<file path="src/sv/wapsr_pkg.sv">
`timescale 1ns / 1ps
// Shared types, codes and constants of the position to step rate unit.
package wapsr_pkg;

  typedef logic [1:0]         command_t;
  typedef logic [18:0]        raw_t;
  typedef logic signed [18:0] angle_t;
  typedef logic signed [19:0] target_t;
  typedef logic [15:0]        speed_t;
  typedef logic [17:0]        rate_t;
  typedef logic [15:0]        tol_t;
  typedef logic [7:0]         gear_t;
  typedef logic [15:0]        micro_t;
  typedef logic [2:0]         reg_idx_t;
  typedef logic [2:0]         op_t;

  localparam command_t CMD_UPDATE = 2'd0;
  localparam command_t CMD_TARGET = 2'd1;
  localparam command_t CMD_ZERO   = 2'd2;
  localparam command_t CMD_STOP   = 2'd3;

  localparam reg_idx_t REG_TOL        = 3'd0;
  localparam reg_idx_t REG_LIMIT_LOW  = 3'd1;
  localparam reg_idx_t REG_LIMIT_HIGH = 3'd2;
  localparam reg_idx_t REG_DFLT_SPEED = 3'd3;
  localparam reg_idx_t REG_MIN_RATE   = 3'd4;
  localparam reg_idx_t REG_MAX_RATE   = 3'd5;
  localparam reg_idx_t REG_GEAR       = 3'd6;
  localparam reg_idx_t REG_MICRO      = 3'd7;

  localparam tol_t   RST_TOL        = 16'd100;
  localparam angle_t RST_LIMIT_LOW  = -19'sd180000;
  localparam angle_t RST_LIMIT_HIGH = 19'sd180000;
  localparam speed_t RST_DFLT_SPEED = 16'd30000;
  localparam rate_t  RST_MIN_RATE   = 18'd50;
  localparam rate_t  RST_MAX_RATE   = 18'd20000;
  localparam gear_t  RST_GEAR       = 8'd21;
  localparam micro_t RST_MICRO      = 16'd3200;

  localparam logic signed [20:0] HALF_TURN = 21'sd180000;
  localparam logic signed [20:0] FULL_TURN = 21'sd360000;
  localparam logic [17:0]        FULL_SPEED_ERR = 18'd30000;

  // 360000 = 64 * 5625 and 30000 = 16 * 1875: shift, then divide by the odd part
  localparam logic [12:0] DIV_A   = 13'd5625;
  localparam logic [12:0] DIV_B   = 13'd1875;
  localparam logic [19:0] RECIP_A = 20'((64'd1 << 32) / 64'd5625);
  localparam logic [19:0] RECIP_B = 20'((64'd1 << 30) / 64'd1875);
  // quotient at or above 2^18 exceeds every maximum rate
  localparam logic [33:0] SAT_Y   = 34'd5625 << 18;

  localparam op_t OP_NONE  = 3'd0;
  localparam op_t OP_EXEC  = 3'd1;
  localparam op_t OP_ERR   = 3'd2;
  localparam op_t OP_DIVA  = 3'd3;
  localparam op_t OP_DIVB  = 3'd4;
  localparam op_t OP_DIVC  = 3'd5;
  localparam op_t OP_HZMUL = 3'd6;

  typedef struct packed {
    tol_t   tol;
    angle_t limit_low;
    angle_t limit_high;
    speed_t dflt_speed;
    rate_t  min_rate;
    rate_t  max_rate;
    gear_t  gear;
    micro_t micro;
  } cfg_t;

  typedef struct packed {
    logic take;
    op_t  op;
    logic div_sel;
    logic load_out;
  } dp_cmd_t;

  typedef struct packed {
    command_t command;
    logic     ok;
    logic     moving;
    logic     in_tol;
    logic     err_big;
  } dp_stat_t;

endpackage

</file>
<file path="src/sv/wapsr_req_if.sv">
`timescale 1ns / 1ps
// Request channel: one command with encoder sample and target.
interface wapsr_req_if import wapsr_pkg::*; ();
  logic     valid;
  logic     ready;
  command_t command;
  raw_t     raw_angle;
  logic     sensor_ok;
  target_t  target_angle;
  speed_t   speed_limit;

  modport source (output valid, command, raw_angle, sensor_ok, target_angle, speed_limit,
                  input ready);
  modport sink (input valid, command, raw_angle, sensor_ok, target_angle, speed_limit,
                output ready);
endinterface

</file>
<file path="src/sv/wapsr_res_if.sv">
`timescale 1ns / 1ps
// Result channel: drive command and controller status after each request.
interface wapsr_res_if import wapsr_pkg::*; ();
  logic   valid;
  logic   ready;
  logic   target_accepted;
  logic   drive_running;
  logic   drive_forward;
  rate_t  step_rate;
  angle_t current_angle;
  logic   moving;
  logic   on_target;
  logic   encoder_good;
  logic   zero_set;

  modport source (output valid, target_accepted, drive_running, drive_forward, step_rate,
                  current_angle, moving, on_target, encoder_good, zero_set,
                  input ready);
  modport sink (input valid, target_accepted, drive_running, drive_forward, step_rate,
                current_angle, moving, on_target, encoder_good, zero_set,
                output ready);
endinterface

</file>
<file path="src/sv/wapsr_regs.sv">
`timescale 1ns / 1ps
// APB configuration register bank.
module wapsr_regs import wapsr_pkg::*; (
  input  logic        clk,
  input  logic        rst,
  input  logic        psel,
  input  logic        penable,
  input  logic        pwrite,
  input  logic [4:0]  paddr,
  input  logic [31:0] pwdata,
  output logic [31:0] prdata,
  output logic        pready,
  output cfg_t        cfg
);

  reg_idx_t idx;
  logic     wr;

  assign idx    = paddr[4:2];
  assign wr     = psel && penable && pwrite;
  assign pready = 1'b1;

  always_ff @(posedge clk) begin
    if (rst) begin
      cfg.tol        <= RST_TOL;
      cfg.limit_low  <= RST_LIMIT_LOW;
      cfg.limit_high <= RST_LIMIT_HIGH;
      cfg.dflt_speed <= RST_DFLT_SPEED;
      cfg.min_rate   <= RST_MIN_RATE;
      cfg.max_rate   <= RST_MAX_RATE;
      cfg.gear       <= RST_GEAR;
      cfg.micro      <= RST_MICRO;
    end else if (wr) begin
      unique case (idx)
        REG_TOL:        cfg.tol        <= pwdata[15:0];
        REG_LIMIT_LOW:  cfg.limit_low  <= pwdata[18:0];
        REG_LIMIT_HIGH: cfg.limit_high <= pwdata[18:0];
        REG_DFLT_SPEED: cfg.dflt_speed <= pwdata[15:0];
        REG_MIN_RATE:   cfg.min_rate   <= pwdata[17:0];
        REG_MAX_RATE:   cfg.max_rate   <= pwdata[17:0];
        REG_GEAR:       cfg.gear       <= pwdata[7:0];
        REG_MICRO:      cfg.micro      <= pwdata[15:0];
        default:        cfg.tol        <= cfg.tol;
      endcase
    end
  end

  always_comb begin
    unique case (idx)
      REG_TOL:        prdata = {16'd0, cfg.tol};
      REG_LIMIT_LOW:  prdata = {{13{cfg.limit_low[18]}}, cfg.limit_low};
      REG_LIMIT_HIGH: prdata = {{13{cfg.limit_high[18]}}, cfg.limit_high};
      REG_DFLT_SPEED: prdata = {16'd0, cfg.dflt_speed};
      REG_MIN_RATE:   prdata = {14'd0, cfg.min_rate};
      REG_MAX_RATE:   prdata = {14'd0, cfg.max_rate};
      REG_GEAR:       prdata = {24'd0, cfg.gear};
      REG_MICRO:      prdata = {16'd0, cfg.micro};
      default:        prdata = 32'd0;
    endcase
  end

endmodule

</file>
<file path="src/sv/wapsr_dp.sv">
`timescale 1ns / 1ps
// Datapath: controller state, angle wrap, error, rate multiply and constant division.
module wapsr_dp import wapsr_pkg::*; (
  input  logic     clk,
  input  logic     rst,
  input  cfg_t     cfg,
  input  dp_cmd_t  cmd,
  output dp_stat_t stat,
  input  command_t in_command,
  input  raw_t     in_raw_angle,
  input  logic     in_sensor_ok,
  input  target_t  in_target_angle,
  input  speed_t   in_speed_limit,
  output logic     out_target_accepted,
  output logic     out_drive_running,
  output logic     out_drive_forward,
  output rate_t    out_step_rate,
  output angle_t   out_current_angle,
  output logic     out_moving,
  output logic     out_on_target,
  output logic     out_encoder_good,
  output logic     out_zero_set
);

  command_t it_command;
  raw_t     it_raw;
  logic     it_ok;
  target_t  it_target;
  speed_t   it_speed;

  angle_t target_reg;
  angle_t current_reg;
  raw_t   zero_offset;
  speed_t speed_reg;
  rate_t  rate_reg;
  logic   moving_flag;
  logic   reached_flag;
  logic   sensor_flag;
  logic   zeroed_flag;
  logic   run_flag;
  logic   dir_flag;
  logic   accepted;

  logic [23:0] prod1;
  logic [39:0] prod2;
  logic [32:0] hzprod;
  logic [17:0] ae_reg;
  rate_t       maxhz_reg;
  logic [30:0] dv_y;
  logic [17:0] dv_q;
  logic [13:0] dv_r;
  logic        dv_sat;

  logic signed [20:0] zdiff, zwrap, ediff, ewrap;
  logic [20:0] eabs;
  logic [17:0] ae;
  logic        in_tol;
  speed_t      spd_eff;
  logic        tgt_ok;
  logic [33:0] y_a;
  logic        sat_a;
  logic [30:0] y_src;
  logic [19:0] recip;
  logic [12:0] dvsr;
  logic [50:0] mprod;
  logic [17:0] q0;
  logic [31:0] qd;
  logic [31:0] rem_full;
  logic [17:0] qf;
  rate_t       mh;
  rate_t       hz;

  always_comb begin
    zdiff = $signed({2'b00, it_raw}) - $signed({2'b00, zero_offset});
    if (zdiff > HALF_TURN) begin
      zwrap = zdiff - FULL_TURN;
    end else if (zdiff <= -HALF_TURN) begin
      zwrap = zdiff + FULL_TURN;
    end else begin
      zwrap = zdiff;
    end

    ediff = $signed({{2{target_reg[18]}}, target_reg})
          - $signed({{2{current_reg[18]}}, current_reg});
    if (ediff > HALF_TURN) begin
      ewrap = ediff - FULL_TURN;
    end else if (ediff <= -HALF_TURN) begin
      ewrap = ediff + FULL_TURN;
    end else begin
      ewrap = ediff;
    end
    eabs   = ewrap[20] ? 21'(-ewrap) : 21'(ewrap);
    ae     = eabs[17:0];
    in_tol = ae <= {2'b00, cfg.tol};

    spd_eff = (speed_reg != 16'd0) ? speed_reg : cfg.dflt_speed;
    tgt_ok  = (it_target >= $signed({cfg.limit_low[18], cfg.limit_low}))
           && (it_target <= $signed({cfg.limit_high[18], cfg.limit_high}));

    y_a   = prod2[39:6];
    sat_a = y_a >= SAT_Y;
    y_src = cmd.div_sel ? 31'(hzprod[32:4]) : y_a[30:0];
    recip = cmd.div_sel ? RECIP_B : RECIP_A;
    dvsr  = cmd.div_sel ? DIV_B : DIV_A;
    mprod = 51'(y_src) * 51'(recip);
    q0    = cmd.div_sel ? mprod[47:30] : mprod[49:32];

    qd       = 32'(dv_q) * 32'(dvsr);
    rem_full = 32'(dv_y) - qd;
    qf       = dv_q + 18'(dv_r >= {1'b0, dvsr});

    mh = (dv_sat || (qf > cfg.max_rate)) ? cfg.max_rate : qf;
    if (mh < cfg.min_rate) begin
      mh = cfg.min_rate;
    end
    hz = qf;
    if (hz < cfg.min_rate) begin
      hz = cfg.min_rate;
    end
    if (hz > maxhz_reg) begin
      hz = maxhz_reg;
    end
  end

  assign stat.command = it_command;
  assign stat.ok      = it_ok;
  assign stat.moving  = moving_flag;
  assign stat.in_tol  = in_tol;
  assign stat.err_big = ae_reg >= FULL_SPEED_ERR;

  always_ff @(posedge clk) begin
    if (cmd.take) begin
      it_command <= in_command;
      it_raw     <= in_raw_angle;
      it_ok      <= in_sensor_ok;
      it_target  <= in_target_angle;
      it_speed   <= in_speed_limit;
    end
    unique case (cmd.op)
      OP_EXEC:  prod1 <= 24'(spd_eff) * 24'(cfg.gear);
      OP_ERR: begin
        prod2  <= 40'(prod1) * 40'(cfg.micro);
        ae_reg <= ae;
      end
      OP_DIVA: begin
        dv_y   <= y_src;
        dv_q   <= q0;
        dv_sat <= !cmd.div_sel && sat_a;
      end
      OP_DIVB:  dv_r <= rem_full[13:0];
      OP_DIVC: begin
        if (!cmd.div_sel) begin
          maxhz_reg <= mh;
        end
      end
      OP_HZMUL: hzprod <= 33'(maxhz_reg) * 33'(ae_reg[14:0]);
      OP_NONE:  dv_r <= dv_r;
      default:  dv_r <= dv_r;
    endcase
    if (cmd.load_out) begin
      out_target_accepted <= accepted;
      out_drive_running   <= run_flag;
      out_drive_forward   <= dir_flag;
      out_step_rate       <= rate_reg;
      out_current_angle   <= current_reg;
      out_moving          <= moving_flag;
      out_on_target       <= reached_flag;
      out_encoder_good    <= sensor_flag;
      out_zero_set        <= zeroed_flag;
    end
  end

  always_ff @(posedge clk) begin
    if (rst) begin
      target_reg   <= '0;
      current_reg  <= '0;
      zero_offset  <= '0;
      speed_reg    <= '0;
      rate_reg     <= '0;
      moving_flag  <= 1'b0;
      reached_flag <= 1'b0;
      sensor_flag  <= 1'b0;
      zeroed_flag  <= 1'b0;
      run_flag     <= 1'b0;
      dir_flag     <= 1'b0;
      accepted     <= 1'b0;
    end else begin
      unique case (cmd.op)
        OP_EXEC: begin
          accepted <= 1'b0;
          unique case (it_command)
            CMD_UPDATE: begin
              sensor_flag <= it_ok;
              if (!it_ok) begin
                run_flag    <= 1'b0;
                rate_reg    <= '0;
                moving_flag <= 1'b0;
              end else begin
                current_reg <= zwrap[18:0];
              end
            end
            CMD_TARGET: begin
              if (tgt_ok) begin
                target_reg   <= it_target[18:0];
                speed_reg    <= it_speed;
                moving_flag  <= 1'b1;
                reached_flag <= 1'b0;
                accepted     <= 1'b1;
              end
            end
            CMD_ZERO: begin
              if (it_ok) begin
                zero_offset  <= it_raw;
                zeroed_flag  <= 1'b1;
                target_reg   <= '0;
                reached_flag <= 1'b0;
                moving_flag  <= 1'b0;
                run_flag     <= 1'b0;
                rate_reg     <= '0;
              end
            end
            CMD_STOP: begin
              moving_flag  <= 1'b0;
              reached_flag <= 1'b0;
              run_flag     <= 1'b0;
              rate_reg     <= '0;
            end
            default: accepted <= 1'b0;
          endcase
        end
        OP_ERR: begin
          if (in_tol) begin
            run_flag     <= 1'b0;
            rate_reg     <= '0;
            moving_flag  <= 1'b0;
            reached_flag <= 1'b1;
          end else begin
            dir_flag <= ewrap > 21'sd0;
          end
        end
        OP_DIVC: begin
          if (cmd.div_sel) begin
            rate_reg <= hz;
            run_flag <= 1'b1;
          end else if (stat.err_big) begin
            rate_reg <= mh;
            run_flag <= 1'b1;
          end
        end
        OP_NONE, OP_DIVA, OP_DIVB, OP_HZMUL: run_flag <= run_flag;
        default: run_flag <= run_flag;
      endcase
    end
  end

endmodule

</file>
<file path="src/sv/wapsr_ctrl.sv">
`timescale 1ns / 1ps
// Controller state machine: request handshake, step sequencing and result register.
module wapsr_ctrl import wapsr_pkg::*; (
  input  logic     clk,
  input  logic     rst,
  input  logic     req_valid,
  output logic     req_ready,
  output logic     res_valid,
  input  logic     res_ready,
  input  dp_stat_t stat,
  output dp_cmd_t  cmd
);

  localparam logic [2:0] ST_IDLE  = 3'd0;
  localparam logic [2:0] ST_EXEC  = 3'd1;
  localparam logic [2:0] ST_ERR   = 3'd2;
  localparam logic [2:0] ST_DIVA  = 3'd3;
  localparam logic [2:0] ST_DIVB  = 3'd4;
  localparam logic [2:0] ST_DIVC  = 3'd5;
  localparam logic [2:0] ST_HZMUL = 3'd6;
  localparam logic [2:0] ST_DONE  = 3'd7;

  logic [2:0] state, state_next;
  logic       pass, pass_next;
  logic       res_valid_next;

  assign req_ready = state == ST_IDLE;

  always_comb begin
    state_next   = state;
    pass_next    = pass;
    cmd.take     = 1'b0;
    cmd.op       = OP_NONE;
    cmd.div_sel  = pass;
    cmd.load_out = 1'b0;
    unique case (state)
      ST_IDLE: begin
        if (req_valid) begin
          cmd.take   = 1'b1;
          state_next = ST_EXEC;
        end
      end
      ST_EXEC: begin
        cmd.op = OP_EXEC;
        if (stat.command == CMD_UPDATE && stat.ok && stat.moving) begin
          state_next = ST_ERR;
        end else begin
          state_next = ST_DONE;
        end
      end
      ST_ERR: begin
        cmd.op     = OP_ERR;
        pass_next  = 1'b0;
        state_next = stat.in_tol ? ST_DONE : ST_DIVA;
      end
      ST_DIVA: begin
        cmd.op     = OP_DIVA;
        state_next = ST_DIVB;
      end
      ST_DIVB: begin
        cmd.op     = OP_DIVB;
        state_next = ST_DIVC;
      end
      ST_DIVC: begin
        cmd.op     = OP_DIVC;
        state_next = (!pass && !stat.err_big) ? ST_HZMUL : ST_DONE;
      end
      ST_HZMUL: begin
        cmd.op     = OP_HZMUL;
        pass_next  = 1'b1;
        state_next = ST_DIVA;
      end
      ST_DONE: begin
        if (!res_valid || res_ready) begin
          cmd.load_out = 1'b1;
          state_next   = ST_IDLE;
        end
      end
      default: state_next = ST_IDLE;
    endcase
    res_valid_next = cmd.load_out ? 1'b1 : (res_ready ? 1'b0 : res_valid);
  end

  always_ff @(posedge clk) begin
    if (rst) begin
      state     <= ST_IDLE;
      pass      <= 1'b0;
      res_valid <= 1'b0;
    end else begin
      state     <= state_next;
      pass      <= pass_next;
      res_valid <= res_valid_next;
    end
  end

  a_take: assert property (@(posedge clk) disable iff (rst)
    (req_valid && req_ready) |=> (state == ST_EXEC))
    else $error("accepted request did not start execution");

  a_load: assert property (@(posedge clk) disable iff (rst)
    (state == ST_DONE && (!res_valid || res_ready)) |=> (res_valid && state == ST_IDLE))
    else $error("finished request not presented as a result");

  a_hz: assert property (@(posedge clk) disable iff (rst)
    (state == ST_HZMUL) |=> (state == ST_DIVA && pass))
    else $error("rate scaling did not enter second division pass");

  a_pass: assert property (@(posedge clk) disable iff (rst)
    (state == ST_DIVC && pass) |=> (state == ST_DONE))
    else $error("second division pass did not finish the request");

endmodule

</file>
<file path="src/sv/wrap_aware_position_to_step_rate_unit.sv">
`timescale 1ns / 1ps
// Top level of the wrap aware position to step rate unit.
// Each request carries one command (update, set target, set zero, stop) and yields exactly
// one result holding the drive command and controller status after that command. Requests
// are handled one at a time, with a result register so a new request is taken while the
// previous result waits. Set target, set zero, stop and updates needing no new rate pass
// the execute and done steps; an update inside tolerance also passes the error step, one
// far from the target (30 degrees or more) adds one divider pass, one close to it the rate
// scaling and a second pass. The sequencer walks a single 16x8 and 24x16 multiply chain
// and a shared reciprocal divider (multiply, remainder, correct) used once for the maximum
// rate and, near the target, again for the proportional rate. Configuration must be written
// over the APB port only while no request is in progress; the unit does not enforce this.
module wrap_aware_position_to_step_rate_unit import wapsr_pkg::*; (
  input  logic        clk,
  input  logic        rst,
  input  logic        psel,
  input  logic        penable,
  input  logic        pwrite,
  input  logic [4:0]  paddr,
  input  logic [31:0] pwdata,
  output logic [31:0] prdata,
  output logic        pready,
  wapsr_req_if.sink   req,
  wapsr_res_if.source res
);

  cfg_t     cfg;
  dp_cmd_t  cmd;
  dp_stat_t stat;

  wapsr_regs u_regs (
    .clk     (clk),
    .rst     (rst),
    .psel    (psel),
    .penable (penable),
    .pwrite  (pwrite),
    .paddr   (paddr),
    .pwdata  (pwdata),
    .prdata  (prdata),
    .pready  (pready),
    .cfg     (cfg)
  );

  wapsr_ctrl u_ctrl (
    .clk       (clk),
    .rst       (rst),
    .req_valid (req.valid),
    .req_ready (req.ready),
    .res_valid (res.valid),
    .res_ready (res.ready),
    .stat      (stat),
    .cmd       (cmd)
  );

  wapsr_dp u_dp (
    .clk                 (clk),
    .rst                 (rst),
    .cfg                 (cfg),
    .cmd                 (cmd),
    .stat                (stat),
    .in_command          (req.command),
    .in_raw_angle        (req.raw_angle),
    .in_sensor_ok        (req.sensor_ok),
    .in_target_angle     (req.target_angle),
    .in_speed_limit      (req.speed_limit),
    .out_target_accepted (res.target_accepted),
    .out_drive_running   (res.drive_running),
    .out_drive_forward   (res.drive_forward),
    .out_step_rate       (res.step_rate),
    .out_current_angle   (res.current_angle),
    .out_moving          (res.moving),
    .out_on_target       (res.on_target),
    .out_encoder_good    (res.encoder_good),
    .out_zero_set        (res.zero_set)
  );

endmodule

</file>
<file path="src/flat_wrapper.sv">
// flat-port wrapper written by rule: the top's interface ports become plain ports
module wrap_aware_position_to_step_rate_unit_flat import wapsr_pkg::*;
  (clk, rst, psel, penable, pwrite, paddr, pwdata, prdata, pready, req_valid, req_command, req_raw_angle, req_sensor_ok, req_target_angle, req_speed_limit, req_ready, res_valid, res_target_accepted, res_drive_running, res_drive_forward, res_step_rate, res_current_angle, res_moving, res_on_target, res_encoder_good, res_zero_set, res_ready);
  wapsr_req_if req_i ();
  wapsr_res_if res_i ();
  input  logic clk;
  input  logic rst;
  input  logic psel;
  input  logic penable;
  input  logic pwrite;
  input  logic [4:0] paddr;
  input  logic [31:0] pwdata;
  output logic [31:0] prdata;
  output logic pready;
  input wire logic [$bits(req_i.valid)-1:0] req_valid;
  input wire logic [$bits(req_i.command)-1:0] req_command;
  input wire logic [$bits(req_i.raw_angle)-1:0] req_raw_angle;
  input wire logic [$bits(req_i.sensor_ok)-1:0] req_sensor_ok;
  input wire logic [$bits(req_i.target_angle)-1:0] req_target_angle;
  input wire logic [$bits(req_i.speed_limit)-1:0] req_speed_limit;
  output wire logic [$bits(req_i.ready)-1:0] req_ready;
  output wire logic [$bits(res_i.valid)-1:0] res_valid;
  output wire logic [$bits(res_i.target_accepted)-1:0] res_target_accepted;
  output wire logic [$bits(res_i.drive_running)-1:0] res_drive_running;
  output wire logic [$bits(res_i.drive_forward)-1:0] res_drive_forward;
  output wire logic [$bits(res_i.step_rate)-1:0] res_step_rate;
  output wire logic [$bits(res_i.current_angle)-1:0] res_current_angle;
  output wire logic [$bits(res_i.moving)-1:0] res_moving;
  output wire logic [$bits(res_i.on_target)-1:0] res_on_target;
  output wire logic [$bits(res_i.encoder_good)-1:0] res_encoder_good;
  output wire logic [$bits(res_i.zero_set)-1:0] res_zero_set;
  input wire logic [$bits(res_i.ready)-1:0] res_ready;
  assign req_i.valid = req_valid;
  assign req_i.command = req_command;
  assign req_i.raw_angle = req_raw_angle;
  assign req_i.sensor_ok = req_sensor_ok;
  assign req_i.target_angle = req_target_angle;
  assign req_i.speed_limit = req_speed_limit;
  assign req_ready = req_i.ready;
  assign res_valid = res_i.valid;
  assign res_target_accepted = res_i.target_accepted;
  assign res_drive_running = res_i.drive_running;
  assign res_drive_forward = res_i.drive_forward;
  assign res_step_rate = res_i.step_rate;
  assign res_current_angle = res_i.current_angle;
  assign res_moving = res_i.moving;
  assign res_on_target = res_i.on_target;
  assign res_encoder_good = res_i.encoder_good;
  assign res_zero_set = res_i.zero_set;
  assign res_i.ready = res_ready;
  wrap_aware_position_to_step_rate_unit u_core (.clk(clk), .rst(rst), .psel(psel), .penable(penable), .pwrite(pwrite), .paddr(paddr), .pwdata(pwdata), .prdata(prdata), .pready(pready), .req(req_i), .res(res_i));
endmodule
</file>
<file path="config.mk">
export PLATFORM = sky130hd
export DESIGN_NAME = wrap_aware_position_to_step_rate_unit_flat
export DESIGN_NICKNAME = d
export VERILOG_FILES = /design/src/sv/wapsr_pkg.sv /design/src/sv/wapsr_req_if.sv /design/src/sv/wapsr_res_if.sv /design/src/sv/wapsr_regs.sv /design/src/sv/wapsr_dp.sv /design/src/sv/wapsr_ctrl.sv /design/src/sv/wrap_aware_position_to_step_rate_unit.sv /design/src/flat_wrapper.sv
export SDC_FILE = /design/constraint.sdc
export NUM_CORES = 2
export LEC_CHECK = 0
export ABC_AREA = 1
export BUFFER_PORTS_ARGS = -buffer_cell sky130_fd_sc_hd__buf_2
export CAP_MARGIN = 30
export CORE_MARGIN = 4
export CORE_UTILIZATION = 45
export DETAILED_ROUTE_END_ITERATION = 10
export PLACE_DENSITY = 0.69
export SYNTH_ARGS = -nofsm -noshare
export SYNTH_HDL_FRONTEND = slang
export SYNTH_HIERARCHICAL = 1
export SYNTH_SLANG_ARGS = --single-unit
</file>
<file path="constraint.sdc">
create_clock -name clk -period 10.56 [get_ports clk]
set_input_delay 1.056 -clock clk [delete_from_list [all_inputs] [get_ports clk]]
set_output_delay 1.056 -clock clk [all_outputs]
set_load 0.01 [all_outputs]
</file>
==> impl_metrics.env <==
export IMPL_htreeDepth=2
export IMPL_synth_edf_count=272
export IMPL_vias_per_cell=5.23
export IMPL_place_gp_congestion=0.968
export IMPL_synth_area_um2=69300
export IMPL_numCtsBuffers=58
export IMPL_finalCritPeriodShare_pct=86.0
export IMPL_coreArea_um2=152000
export IMPL_regMostFlops="u_core/u_regs/cfg"
export IMPL_cp_end_kind="register"
export IMPL_synthToLayoutAreaGrowth_pct=6.96
export IMPL_critPathLaunchType="register"
export IMPL_skew_ns=0.0519
export IMPL_synthCells=8328
export IMPL_multi_input_area_um2=47900
export IMPL_worst_slew_pin_slew_ns=1.02
export IMPL_dp_hpwl_um=153000
export IMPL_cts_tree="built"
export IMPL_status="finished clean"
export IMPL_final_common_cell="inv_1"
export IMPL_rsz0062_at_grt="false"
export IMPL_ys_seq_area_share_pct=18.5
export IMPL_grt_max_degree=100
export IMPL_synthFlopType="edfxtp_1"
export IMPL_path_class="reg2reg"
export IMPL_critPathRequiredTime_ns=11.15
export IMPL_yosys_warnings=6
export IMPL_antenna_left=0
export IMPL_worstHoldPathType="reg2reg"
export IMPL_final_setup_tns_ns=0
export IMPL_cts_resized_gates=0
export IMPL_timing_critical_path_mode_cell="nand2_1"
export IMPL_post_cts_buffers=0
export IMPL_drt_first_iter_violations=4393
export IMPL_synth_async_reset_ratio_pct=0
export IMPL_yosys_register_bits=505
export IMPL_arrival_ns=9.67
export IMPL_fp_dieW_um=401
export IMPL_cp_max_fo=43
export IMPL_grt_ovfl_total=0
export IMPL_cts_hold_buf=0
export IMPL_period_needed_ns=9.08
export IMPL_max_freq_mhz=110
export IMPL_grt_pass1_wl_um=300000
export IMPL_slew_viol_final=0
export IMPL_routedWlPerCell_um=17.9
export IMPL_die_height_um=401
export IMPL_dpl_cell_area_um2=72100
export IMPL_design_area_um2=74200
export IMPL_top_regs="u_core/u_regs/cfg (130), u_core/u_dp/prod2 (34), u_core/u_dp/hzprod (29)"
export IMPL_cap_violations=0
export IMPL_cts_sinks=505
export IMPL_start_util_pct=45.5
export IMPL_die_area_um2=160000
export IMPL_register_area_um2=12800
export IMPL_finalHoldViolations=0
export IMPL_crit_path_max_incr_delay_ns=0.66
export IMPL_drt_drc_violations_left=0
export IMPL_port_buffers=164
export IMPL_vias=54600
export IMPL_grt_usage_pct=23.3
export IMPL_drt_first_pass_iters=7
export IMPL_avgSynthCellArea_um2=8.32
export IMPL_antenna_found_initial=7
export IMPL_routed_wl_um=187000
export IMPL_final_fill_count=14500
export IMPL_final_nets=10200
export IMPL_cts_max_path_buffers=3
export IMPL_clk_pin_slew_ns=0.07
export IMPL_drive_gt1_share_pct=6.06
export IMPL_grt_pass1_vias=56000
export IMPL_cts_root_buf="clkbuf_16"
export IMPL_relSlewSlack_pct=31.8
export IMPL_largest_reg_flops=130
export IMPL_final_cell_mix="1926 x inv_1, 1678 x nand2_1, 1047 x fa_1"
export IMPL_synth_cell_type_count=61
export IMPL_finalSetupViolCount=0
export IMPL_insertion_delay_ns=0.69
export IMPL_critPathSlowestCell="nand2_1"
export IMPL_fp_row_count=143
export IMPL_ios=181
## cell families (layout without fill, tap and decap cells)
logic type / Yosys count / after routing / share of synthesized area, %
adders and majority gates: 1751 / 1751 / 42.9
AOI/OAI and AO/OA: 802 / 802 / 6.41
xor gates and xnor gates: 195 / 195 / 2.46
and+or+nand+nor: 2819 / 2819 / 17.1
DFF: 505 / 505 / 18.5
other: 3 / 22 / 0.0162
buffers and inverters: 2253 / 2309 / 12.5
## metrics by stage
step           setup slack, ns  utilization (%)  hold slack, ns  cells
2_1_floorplan             2.78                -           0.402   8342
4_1_cts                   1.66             48.6           0.434  10400
5_1_grt                  0.602             48.6           0.437  10400
3_3_place_gp              1.75             47.3           0.413  10300
6_report                  1.48             48.6           0.433  10400
3_5_place_dp              1.73             47.3           0.421  10300
## layout make-up
cell class	count	share of cell area (%)
multi-input combinational	5584	64.6
antenna	5	0.0169
sequential	505	17.3
tap	2030	3.43
clock inverter	31	0.574
inverter	1954	9.90
clock buffer	77	2.14
timing repair buffer	247	2.03
## worst max-delay path: cells and delay by family, from the launching register on
| kind | cells | cell delay [ns] |
|---|---|---|
| AOI/OAI and AO/OA | 12 | 1.93 |
| buffers and inverters | 4 | 0.66 |
| and+or+nand+nor | 23 | 4.36 |
| adders and majority gates | 5 | 1.37 |
| DFF | 1 | 0.64 |
## synth_stat cells (21+ instances only)
| cell type | count | share of area [%] |
|---|---|---|
| fa_1 | 1047 | 30 |
| edfxtp_1 | 272 | 12 |
| clkbuf_1 | 229 | 1.2 |
| nor3_1 | 41 | 0.30 |
| a21oi_1 | 357 | 2.6 |
| nand4_1 | 131 | 1.2 |
| dfxtp_1 | 233 | 6.7 |
| ha_1 | 704 | 13 |
| o211ai_1 | 32 | 0.35 |
| xor2_1 | 134 | 1.7 |
| nand2_1 | 1678 | 9.1 |
| inv_1 | 1927 | 10 |
| nand2_2 | 53 | 0.48 |
| o21ai_0 | 273 | 2.0 |
| inv_2 | 21 | 0.11 |
| buf_4 | 22 | 0.24 |
| nand3_1 | 266 | 1.9 |
| nor2_1 | 558 | 3.0 |
| xnor2_1 | 61 | 0.77 |
## layer usage
| metal | track usage [%] | share of wire, % | up-vias |
|---|---|---|---|
| met1 | 31.5 | 42 | 26800 |
| met5 | 0 | 0.0075 | - |
| met3 | 3.64 | 7.5 | 353 |
| li1 | - | - | 25500 |
| met4 | 7.41 | 3.4 | 2 |
| met2 | 38.6 | 47 | 1980 |
## final timing paths
kind	start	to	slack [ns]	cells after the start
hold reg to reg	u_core/u_dp/rate_reg[3]	u_core/u_dp/out_step_rate[3]	0.43	0
hold / removal	u_core/u_dp/rate_reg[3]	u_core/u_dp/out_step_rate[3]	0.43	0
setup reg to reg	u_core/u_ctrl/pass	u_core/u_dp/rate_reg[16]	1.48	44
setup / recovery	u_core/u_ctrl/pass	u_core/u_dp/rate_reg[16]	1.48	44
Power is not shown: default switching activity piles up to over one toggle a cycle in this logic, so the estimate is an artifact.
